**config.mk**
```make
export PLATFORM = sky130hd
export DESIGN_NAME = ipv4_header_checker_top_flat
export DESIGN_NICKNAME = d
export VERILOG_FILES = /design/src/ihc_pkg.sv /design/src/ihc_if.sv /design/src/ipv4_header_checker_top.sv /design/src/ihc_apb_regs.sv /design/src/ihc_frame_check.sv /design/src/flat_wrapper.sv
export VERILOG_INCLUDE_DIRS = /design/src /design/src/src
export SDC_FILE = /design/constraint.sdc
export NUM_CORES = 1
export LEC_CHECK = 0
export BUFFER_PORTS_ARGS = -buffer_cell sky130_fd_sc_hd__buf_2
export CAP_MARGIN = 20
export CORE_MARGIN = 3
export CORE_UTILIZATION = 25
export DETAILED_ROUTE_END_ITERATION = 8
export PLACE_DENSITY_LB_ADDON = 0.2
export SETUP_SLACK_MARGIN = 0.15
export SLEW_MARGIN = 10
export SYNTH_ARGS = -nofsm -noshare
export SYNTH_HDL_FRONTEND = slang
export SYNTH_SLANG_ARGS = --single-unit
export TNS_END_PERCENT = 30
```
**constraint.sdc**
```tcl
create_clock -name clk -period 6.6 [get_ports clk]
set_input_delay 1.98 -clock clk [delete_from_list [all_inputs] [get_ports clk]]
set_output_delay 1.98 -clock clk [all_outputs]
set_load 0.01 [all_outputs]
```
**src/assert_macros.svh**
```systemverilog
// Assertion macros used by the RTL of the IPv4 header checker.
// Define ASSERT_OFF to compile every check out.
`ifndef ASSERT_MACROS_SVH
`define ASSERT_MACROS_SVH

`ifndef ASSERT_OFF

// Same-cycle implication, disabled while reset is active
`define ASSERT_IMPLY(label, clk, rst_n, cond, prop) \
    label: assert property (@(posedge clk) disable iff (!rst_n) (cond) |-> (prop)) \
        else $error("assertion failed: same-cycle implication");

// Next-cycle implication, disabled while reset is active
`define ASSERT_NEXT(label, clk, rst_n, cond, prop) \
    label: assert property (@(posedge clk) disable iff (!rst_n) (cond) |=> (prop)) \
        else $error("assertion failed: next-cycle implication");

`else

`define ASSERT_IMPLY(label, clk, rst_n, cond, prop)
`define ASSERT_NEXT(label, clk, rst_n, cond, prop)

`endif

`endif

```
**src/ihc_pkg.sv**
```systemverilog
// Package for the IPv4 header checker: header offsets, masks, verdict codes.
// No dependencies; imported by every module of the block.
package ihc_pkg;

    // Frame layout
    localparam logic [15:0] HDR_START  = 16'd14;
    localparam int          HDR_WORDS  = 10;
    localparam logic [15:0] HDR_END    = HDR_START + 16'(2 * HDR_WORDS);
    localparam logic [15:0] MIN_FRAME  = 16'd34;
    localparam logic [15:0] COUNT_MAX  = 16'hFFFF;

    // Byte offsets inside the IPv4 header
    localparam logic [4:0] HDR_VERSION = 5'd0;
    localparam logic [4:0] HDR_LEN_HI  = 5'd2;
    localparam logic [4:0] HDR_LEN_LO  = 5'd3;
    localparam logic [4:0] HDR_FLAGS   = 5'd6;
    localparam logic [4:0] HDR_PROTO   = 5'd9;
    localparam logic [2:0] HDR_DST_HI3 = 3'b100;  // offsets 16..19

    // Field masks and values
    localparam logic [7:0]  VERSION_MASK = 8'hF0;
    localparam logic [7:0]  VERSION_V4   = 8'h40;
    localparam logic [7:0]  FLAG_MASK    = 8'hBF;
    localparam logic [7:0]  PROTO_ICMP   = 8'h01;
    localparam logic [7:0]  PROTO_UDP    = 8'h11;
    localparam logic [15:0] SUM_ONES     = 16'hFFFF;

    // Register index (paddr[2])
    localparam logic CFG_IDX_MY_ADDRESS = 1'b0;

    typedef enum logic [3:0] {
        VERDICT_ICMP        = 4'd0,
        VERDICT_UDP         = 4'd1,
        VERDICT_UNKNOWN     = 4'd2,
        VERDICT_UNDERSIZED  = 4'd3,
        VERDICT_BAD_VERSION = 4'd4,
        VERDICT_NOT_MINE    = 4'd5,
        VERDICT_FRAGMENTED  = 4'd6,
        VERDICT_CHECKSUM    = 4'd7,
        VERDICT_LENGTH      = 4'd8
    } verdict_t;

    // Input stage payload
    typedef struct packed {
        logic [7:0] frame_byte;
        logic       last_byte;
    } byte_beat_t;

    // Result payload
    typedef struct packed {
        verdict_t   verdict;
        logic [7:0] protocol;
    } result_beat_t;

endpackage

```
**src/ihc_if.sv**
```systemverilog
// Valid/ready channel interfaces of the IPv4 header checker.
// Depends on nothing; used by ihc_frame_check and the top level.
interface ihc_frame_if;
    logic       valid;
    logic       ready;
    logic [7:0] frame_byte;
    logic       last_byte;

    modport source (output valid, output frame_byte, output last_byte, input ready);
    modport sink   (input valid, input frame_byte, input last_byte, output ready);
endinterface

interface ihc_result_if;
    logic       valid;
    logic       ready;
    logic [3:0] verdict;
    logic [7:0] protocol;

    modport source (output valid, output verdict, output protocol, input ready);
    modport sink   (input valid, input verdict, input protocol, output ready);
endinterface

```
**src/ipv4_header_checker_top.sv**
```systemverilog
// IPv4 header checker, top level: APB register block and frame datapath.
// Throughput: one frame byte per cycle; a last byte waits only while a verdict beat is held.
// Path: a last byte is captured in the input beat register, then the header logic writes its verdict
// beat into the result register, which raises results.valid.
// Reset: rst_n asynchronous, active low; clears my_address and all per-frame state.
// Depends on ihc_pkg, ihc_if, ihc_apb_regs and ihc_frame_check.
module ipv4_header_checker_top
    import ihc_pkg::*;
(
    input  logic         clk,
    input  logic         rst_n,
    input  logic         psel,
    input  logic         penable,
    input  logic         pwrite,
    input  logic [2:0]   paddr,
    input  logic [31:0]  pwdata,
    output logic [31:0]  prdata,
    output logic         pready,
    ihc_frame_if.sink    frames,
    ihc_result_if.source results
);

    logic [31:0] my_address;

    // Configuration registers
    ihc_apb_regs u_regs (
        .clk        (clk),
        .rst_n      (rst_n),
        .psel       (psel),
        .penable    (penable),
        .pwrite     (pwrite),
        .paddr      (paddr),
        .pwdata     (pwdata),
        .prdata     (prdata),
        .pready     (pready),
        .my_address (my_address)
    );

    // Byte stream datapath
    ihc_frame_check u_check (
        .clk        (clk),
        .rst_n      (rst_n),
        .my_address (my_address),
        .frames     (frames),
        .results    (results)
    );

endmodule

```
**src/ihc_apb_regs.sv**
```systemverilog
// APB register block of the IPv4 header checker: holds my_address.
// Depends on ihc_pkg.
module ihc_apb_regs
    import ihc_pkg::*;
(
    input  logic        clk,
    input  logic        rst_n,
    input  logic        psel,
    input  logic        penable,
    input  logic        pwrite,
    input  logic [2:0]  paddr,
    input  logic [31:0] pwdata,
    output logic [31:0] prdata,
    output logic        pready,
    output logic [31:0] my_address
);

    logic [31:0] my_address_reg;
    logic [31:0] my_address_next;
    logic        wr_hit;

    assign pready = 1'b1;
    assign wr_hit = psel && penable && pwrite && (paddr[2] == CFG_IDX_MY_ADDRESS);

    // Register write
    always_comb
    begin
        my_address_next = my_address_reg;
        if (wr_hit)
        begin
            my_address_next = pwdata;
        end
    end

    always_ff @(posedge clk or negedge rst_n)
    begin
        if (!rst_n)
        begin
            my_address_reg <= '0;
        end
        else
        begin
            my_address_reg <= my_address_next;
        end
    end

    // Read back; the unused slot reads zero
    assign prdata     = (paddr[2] == CFG_IDX_MY_ADDRESS) ? my_address_reg : 32'd0;
    assign my_address = my_address_reg;

endmodule

```
**src/ihc_frame_check.sv**
```systemverilog
// Frame datapath: input beat register, per-frame header state, verdict logic
// and result register. Depends on ihc_pkg, ihc_if and assert_macros.svh.
`include "assert_macros.svh"

module ihc_frame_check
    import ihc_pkg::*;
(
    input  logic          clk,
    input  logic          rst_n,
    input  logic [31:0]   my_address,
    ihc_frame_if.sink     frames,
    ihc_result_if.source  results
);

    // Input stage
    byte_beat_t   s1_reg;
    logic         s1_valid_reg;
    logic         s1_valid_next;
    logic         s1_advance;
    logic         in_accept;

    // Per-frame state
    logic [15:0]  byte_count_reg,      byte_count_next;
    logic [19:0]  sum_accumulator_reg, sum_accumulator_next;
    logic [7:0]   high_byte_hold_reg,  high_byte_hold_next;
    logic         version_ok_reg,      version_ok_next;
    logic         address_match_reg,   address_match_next;
    logic         fragment_seen_reg,   fragment_seen_next;
    logic [15:0]  total_length_reg,    total_length_next;
    logic [7:0]   protocol_hold_reg,   protocol_hold_next;

    // Header state with the current beat applied, before end-of-frame clear
    logic [19:0]  sum_upd;
    logic [7:0]   high_upd;
    logic         version_upd;
    logic         address_upd;
    logic         fragment_upd;
    logic [15:0]  length_upd;
    logic [7:0]   protocol_upd;

    logic         in_hdr;
    logic [15:0]  hdr_off;
    logic [4:0]   hdr_idx;
    logic [7:0]   want_byte;
    logic [15:0]  count_inc;
    logic [16:0]  fold1;
    logic [15:0]  fold2;
    logic         checksum_ok;
    logic         length_ok;
    verdict_t     verdict_calc;
    logic         frame_done;

    // Result register
    result_beat_t out_reg;
    result_beat_t out_next;
    logic         out_valid_reg;
    logic         out_valid_next;

    // Handshake: a non-last beat always moves on, a last beat needs the result slot
    assign s1_advance = s1_valid_reg &&
                        (!s1_reg.last_byte || !out_valid_reg || results.ready);
    assign frames.ready = !s1_valid_reg || s1_advance;
    assign in_accept    = frames.valid && frames.ready;
    assign frame_done   = s1_advance && s1_reg.last_byte;

    always_comb
    begin
        s1_valid_next = s1_valid_reg;
        if (in_accept)
        begin
            s1_valid_next = 1'b1;
        end
        else if (s1_advance)
        begin
            s1_valid_next = 1'b0;
        end
    end

    // Header byte position
    assign in_hdr    = (byte_count_reg >= HDR_START) && (byte_count_reg < HDR_END);
    assign hdr_off   = byte_count_reg - HDR_START;
    assign hdr_idx   = hdr_off[4:0];
    assign count_inc = (byte_count_reg == COUNT_MAX) ? COUNT_MAX : byte_count_reg + 16'd1;

    // Destination octet to compare, first octet in the top byte
    always_comb
    begin
        case (hdr_idx[1:0])
            2'd0:    want_byte = my_address[31:24];
            2'd1:    want_byte = my_address[23:16];
            2'd2:    want_byte = my_address[15:8];
            default: want_byte = my_address[7:0];
        endcase
    end

    // Header field capture and checksum accumulate
    always_comb
    begin
        sum_upd      = sum_accumulator_reg;
        high_upd     = high_byte_hold_reg;
        version_upd  = version_ok_reg;
        address_upd  = address_match_reg;
        fragment_upd = fragment_seen_reg;
        length_upd   = total_length_reg;
        protocol_upd = protocol_hold_reg;
        if (in_hdr)
        begin
            if (!hdr_idx[0])
            begin
                high_upd = s1_reg.frame_byte;
            end
            else
            begin
                sum_upd = sum_accumulator_reg +
                          20'({high_byte_hold_reg, s1_reg.frame_byte});
            end
            case (hdr_idx)
                HDR_VERSION: version_upd  = ((s1_reg.frame_byte & VERSION_MASK) == VERSION_V4);
                HDR_LEN_HI:  length_upd   = {s1_reg.frame_byte, total_length_reg[7:0]};
                HDR_LEN_LO:  length_upd   = {total_length_reg[15:8], s1_reg.frame_byte};
                HDR_FLAGS:   fragment_upd = ((s1_reg.frame_byte & FLAG_MASK) != 8'd0);
                HDR_PROTO:   protocol_upd = s1_reg.frame_byte;
                default:     ;
            endcase
            if ((hdr_idx[4:2] == HDR_DST_HI3) && (want_byte != s1_reg.frame_byte))
            begin
                address_upd = 1'b0;
            end
        end
    end

    // End-around carry fold: two passes bring 20 bits into 16
    assign fold1       = {1'b0, sum_upd[15:0]} + 17'(sum_upd[19:16]);
    assign fold2       = fold1[15:0] + 16'(fold1[16]);
    assign checksum_ok = (fold2 == SUM_ONES);
    // count_inc is the saturated frame length on the last beat
    assign length_ok   = (length_upd == (count_inc - HDR_START));

    // Verdict priority
    always_comb
    begin
        if (count_inc < MIN_FRAME)
        begin
            verdict_calc = VERDICT_UNDERSIZED;
        end
        else if (!version_upd)
        begin
            verdict_calc = VERDICT_BAD_VERSION;
        end
        else if (!address_upd)
        begin
            verdict_calc = VERDICT_NOT_MINE;
        end
        else if (fragment_upd)
        begin
            verdict_calc = VERDICT_FRAGMENTED;
        end
        else if (!checksum_ok)
        begin
            verdict_calc = VERDICT_CHECKSUM;
        end
        else if (!length_ok)
        begin
            verdict_calc = VERDICT_LENGTH;
        end
        else if (protocol_upd == PROTO_ICMP)
        begin
            verdict_calc = VERDICT_ICMP;
        end
        else if (protocol_upd == PROTO_UDP)
        begin
            verdict_calc = VERDICT_UDP;
        end
        else
        begin
            verdict_calc = VERDICT_UNKNOWN;
        end
    end

    // State update, cleared after the last beat of a frame
    always_comb
    begin
        byte_count_next      = byte_count_reg;
        sum_accumulator_next = sum_accumulator_reg;
        high_byte_hold_next  = high_byte_hold_reg;
        version_ok_next      = version_ok_reg;
        address_match_next   = address_match_reg;
        fragment_seen_next   = fragment_seen_reg;
        total_length_next    = total_length_reg;
        protocol_hold_next   = protocol_hold_reg;
        if (frame_done)
        begin
            byte_count_next      = '0;
            sum_accumulator_next = '0;
            high_byte_hold_next  = '0;
            version_ok_next      = 1'b0;
            address_match_next   = 1'b1;
            fragment_seen_next   = 1'b0;
            total_length_next    = '0;
            protocol_hold_next   = '0;
        end
        else if (s1_advance)
        begin
            byte_count_next      = count_inc;
            sum_accumulator_next = sum_upd;
            high_byte_hold_next  = high_upd;
            version_ok_next      = version_upd;
            address_match_next   = address_upd;
            fragment_seen_next   = fragment_upd;
            total_length_next    = length_upd;
            protocol_hold_next   = protocol_upd;
        end
    end

    // Result slot
    always_comb
    begin
        out_next       = out_reg;
        out_valid_next = out_valid_reg;
        if (frame_done)
        begin
            out_next.verdict  = verdict_calc;
            out_next.protocol = protocol_upd;
            out_valid_next    = 1'b1;
        end
        else if (results.ready)
        begin
            out_valid_next = 1'b0;
        end
    end

    // Control and frame state
    always_ff @(posedge clk or negedge rst_n)
    begin
        if (!rst_n)
        begin
            s1_valid_reg        <= 1'b0;
            out_valid_reg       <= 1'b0;
            byte_count_reg      <= '0;
            sum_accumulator_reg <= '0;
            high_byte_hold_reg  <= '0;
            version_ok_reg      <= 1'b0;
            address_match_reg   <= 1'b1;
            fragment_seen_reg   <= 1'b0;
            total_length_reg    <= '0;
            protocol_hold_reg   <= '0;
        end
        else
        begin
            s1_valid_reg        <= s1_valid_next;
            out_valid_reg       <= out_valid_next;
            byte_count_reg      <= byte_count_next;
            sum_accumulator_reg <= sum_accumulator_next;
            high_byte_hold_reg  <= high_byte_hold_next;
            version_ok_reg      <= version_ok_next;
            address_match_reg   <= address_match_next;
            fragment_seen_reg   <= fragment_seen_next;
            total_length_reg    <= total_length_next;
            protocol_hold_reg   <= protocol_hold_next;
        end
    end

    // Payload registers
    always_ff @(posedge clk)
    begin
        if (in_accept)
        begin
            s1_reg.frame_byte <= frames.frame_byte;
            s1_reg.last_byte  <= frames.last_byte;
        end
        out_reg <= out_next;
    end

    assign results.valid    = out_valid_reg;
    assign results.verdict  = out_reg.verdict;
    assign results.protocol = out_reg.protocol;

    // Checks
    `ASSERT_NEXT(a_done_gives_result, clk, rst_n, frame_done, out_valid_reg)
    `ASSERT_NEXT(a_done_clears_count, clk, rst_n, frame_done, byte_count_reg == 16'd0)
    `ASSERT_NEXT(a_stalled_beat_kept, clk, rst_n, s1_valid_reg && !s1_advance, s1_valid_reg)
    `ASSERT_IMPLY(a_verdict_range, clk, rst_n, out_valid_reg, out_reg.verdict <= VERDICT_LENGTH)

endmodule
```
**src/flat_wrapper.sv**
```systemverilog
// flat-port wrapper written by rule: the top's interface ports become plain ports
module ipv4_header_checker_top_flat import ihc_pkg::*;
  (clk, rst_n, psel, penable, pwrite, paddr, pwdata, prdata, pready, frames_valid, frames_frame_byte, frames_last_byte, frames_ready, results_valid, results_verdict, results_protocol, results_ready);
  ihc_frame_if frames_i ();
  ihc_result_if results_i ();
  input  logic clk;
  input  logic rst_n;
  input  logic psel;
  input  logic penable;
  input  logic pwrite;
  input  logic [2:0] paddr;
  input  logic [31:0] pwdata;
  output logic [31:0] prdata;
  output logic pready;
  input wire logic [$bits(frames_i.valid)-1:0] frames_valid;
  input wire logic [$bits(frames_i.frame_byte)-1:0] frames_frame_byte;
  input wire logic [$bits(frames_i.last_byte)-1:0] frames_last_byte;
  output wire logic [$bits(frames_i.ready)-1:0] frames_ready;
  output wire logic [$bits(results_i.valid)-1:0] results_valid;
  output wire logic [$bits(results_i.verdict)-1:0] results_verdict;
  output wire logic [$bits(results_i.protocol)-1:0] results_protocol;
  input wire logic [$bits(results_i.ready)-1:0] results_ready;
  assign frames_i.valid = frames_valid;
  assign frames_i.frame_byte = frames_frame_byte;
  assign frames_i.last_byte = frames_last_byte;
  assign frames_ready = frames_i.ready;
  assign results_valid = results_i.valid;
  assign results_verdict = results_i.verdict;
  assign results_protocol = results_i.protocol;
  assign results_i.ready = results_ready;
  ipv4_header_checker_top u_core (.clk(clk), .rst_n(rst_n), .psel(psel), .penable(penable), .pwrite(pwrite), .paddr(paddr), .pwdata(pwdata), .prdata(prdata), .pready(pready), .frames(frames_i), .results(results_i));
endmodule
```
==> out/metrics.cfg <==
[yosys]
synth_top_family_by_area=simple AND/OR/NAND/NOR gates
ys_async_sr_fraction_pct=83.3
synth_compound_area_share_pct=19.2
synthMuxAreaShare_pct=7.95
syn_avg_cell_area_um2=9.39
synth_seq_area_share_pct=38.6
synth.top_cell.area_share_pct=30.8
synth-xor-area-share_pct=5.79
yosys.area_share.simple_pct=20.4
synth_area_leaders=dfrtp_1, edfxtp_1, mux2_2
netlist-cell-type-count=79
yosysWarnings=0
synth_cells=900
ys.flop_type=dfrtp_1
yosysTopAreaCell=dfrtp_1
synth_seq_cells=126
syn_nets=982
synthAdderAreaFrac_pct=4.77
synth_edf_count=21
syn-cell-area_mm2=0.00845

[flow_run]
drv_cap=0

[sta]
worst_pin_slew_ns=0.957
setup_slack_ns=0.00114
period_minus_slack_ns=6.60
rsz0062_at_grt=yes
final-hold-violation-count=0
fmax_mhz=152
drv_slew=0
setup_viol=0
relSlewSlack_pct=36.0
min_period_over_period_pct=100
fin_skew_ns=0.0161

[outcome]
outcome=finished clean

[drt]
totalWireLength_mm=28.6
drtIter0Drc=465
routedWlPerCell_um=18.5
dr.pass1.iters=5
ant_nets=0
via_per_inst=5.03
route.detailed.drc=0
via_count=7773

[clocking]
clk_pin_slew_ns=0.07
cts_tree=built
ctsHtreeMaxLevel=4
cts_buffers=17
holdBufCountCts=0
cts-root-buf=clkbuf_16
cts_sinks=126
clock_path_buffers=2
clock_latency_ns=0.44

[worst_setup_path]
cp.arrival_ns=6.77
worst_ep_required_time_ns=6.77
cp-end-kind=flop
path_max_fanout=3
start_kind=flop
path_class=flop to flop
slowest_delay_ns=0.55
crit_path_frequent_cell=buf_6
critPathSlowestCell=or4_1

[placed_design]
gp_congestion=0.806
dp.cells=1478
port-buffer-count=94
place_ws_ns=-0.527
dp_hpwl_mm=20.5

[final_layout]
fillCellCount=3357
areaGrowthSynthToFinish_pct=32.8
final_cells=1545
final_layout_size_suffix_gt1_share_pct=31.6
largest_reg_flops=32
diodes=0
nNetsFinal=1172
post-route-util_pct=34.1

[global_route]
grtUsageTotal_pct=15.7
overflow=0
antenna_found_initial=1
grt_pass1_vias=7458
grt_pass1_wl_mm=44.0
grt_max_degree=62

[floorplan]
core-area_mm2=0.0329
ios=98
rows=66
die_area_mm2=0.0361
start_util_pct=25.7
fp.dieH_um=190
die_w_um=190

[power]
power_density_mw_per_mm2=197
p_total_mw=2.21
peakVddDrop_mv=0.148
leakagePower_nw=4.95

[worst_hold_path]
hold_class=flop to flop

## critical path, delay by kind of cell, from the launching register on
family                     cells  cell delay, ns
AOI/OAI and AO/OA              9            1.60
xor gates and xnor gates       1            0.21
adders and majority gates      3            0.82
buffers and inverters         21            1.72
DFF                            1            0.42
muxes                          1            0.07
and+or+nand+nor                8            1.48
## worst paths after layout
| kind | end | cells past startpoint | slack (ns) | startpoint |
|---|---|---|---|---|
| worst max-delay path | u_core.u_check.results.verdict[1]$_SDFFCE_PP1P_ | 43 | 0.001 | u_core.u_check.sum_accumulator_reg[3]$_DFFE_PN0P_ |
| worst min-delay path | u_core.u_check.protocol_hold_reg[6]$_DFFE_PN0P_ | 2 | 0.48 | u_core.u_check.protocol_hold_reg[6]$_DFFE_PN0P_ |
| worst max register to register | u_core.u_check.results.verdict[1]$_SDFFCE_PP1P_ | 43 | 0.001 | u_core.u_check.sum_accumulator_reg[3]$_DFFE_PN0P_ |
| worst min register to register | u_core.u_check.protocol_hold_reg[6]$_DFFE_PN0P_ | 2 | 0.48 | u_core.u_check.protocol_hold_reg[6]$_DFFE_PN0P_ |
| max in group asynchronous | u_core.u_check.byte_count_reg[0]$_DFFE_PN0P_ | 2 | 3.80 | rst_n |
| min in group asynchronous | u_core.u_check.sum_accumulator_reg[6]$_DFFE_PN0P_ | 1 | 1.65 | rst_n |
## what timing repair did
action | CTS | global route
setup endpoints to repair | 4 | 4
pin swaps | 22 | 29
resized for setup | 46 | 30
buffers inserted | 26 | 9
endpoints found under the hold margin | 0 | 0
## power breakdown
group	internal, mW	total, mW	switching, mW	leakage (nW)
Clock	0.509	0.948	0.439	0.290
Combinational	0.162	0.375	0.213	3.07
Sequential	0.845	0.891	0.0458	1.59
## layout make-up
type / instances / area (um^2) / area share (%)
Multi-Input combinational cell: 701 / 5240 / 46.6
Clock buffer: 17 / 425 / 3.79
Timing Repair Buffer: 220 / 1500 / 13.4
Tap cell: 442 / 553 / 4.93
Inverter: 24 / 90.1 / 0.802
Sequential cell: 126 / 3260 / 29.0
Clock inverter: 15 / 161 / 1.44
## placed cells by master (no fill, tap or decap), types with 9 or more instances in the layout
cell type  count
buf_4        106
dfrtp_1      104
buf_2         93
nand2_1       73
nor2_1        52
o21ai_0       41
mux2_2        40
a21oi_1       39
nor2b_1       37
a22o_1        36
nand3_1       33
xor2_1        28
xnor2_1       26
inv_1         21
ha_1          21
edfxtp_1      21
mux2i_1       20
buf_6         20
nor3_1        19
clkbuf_16     17
and3_1        16
nor4_1        13
a22oi_1       13
and2_1        11
nand2b_1      11
or3_1          9
## cell families after synthesis
logic type      after synthesis
compound gates              230
buf+inv                      73
other cells                   1
simple gates                322
fa+ha+maj                    31
mux                          62
xor+xnor                     55
flops                       126
## synthesized netlist by cell type (all sizes together) (9+ instances only)
master / number
and2: 14
nor2: 56
inv: 24
a22oi: 14
mux2: 41
clkbuf: 41
a21oi: 42
nand2b: 12
nand2: 73
o21ai: 45
nor4: 16
xor2: 29
mux2i: 21
edfxtp: 21
or3: 9
ha: 29
and3: 16
nand3: 34
a22o: 36
xnor2: 26
dfrtp: 104
nor3: 21
nor2b: 39
## per-stage QoR
step / setup TNS (ns) / hold WS [ns] / area [um^2]
after floorplan: 0 / 0.449 / 8490
after global placement: -0.843 / 0.464 / 9990
after detailed placement: -1.12 / 0.471 / 10000
after CTS: -0.699 / 0.486 / 11000
after global routing: -1.01 / 0.503 / 11200
final: 0 / 0.479 / 11200
## per-layer routing
layer  routed length (um)  global-route usage (%)  up-vias
met2                12800                    23.6      185
met1                14300                    23.5     3842
met5                    0                       0        -
met3                 1090                    2.19       27
met4                  365                    3.87        0
li1                     -                       -     3719
No activity file was read; power rests on OpenSTA's default activity.
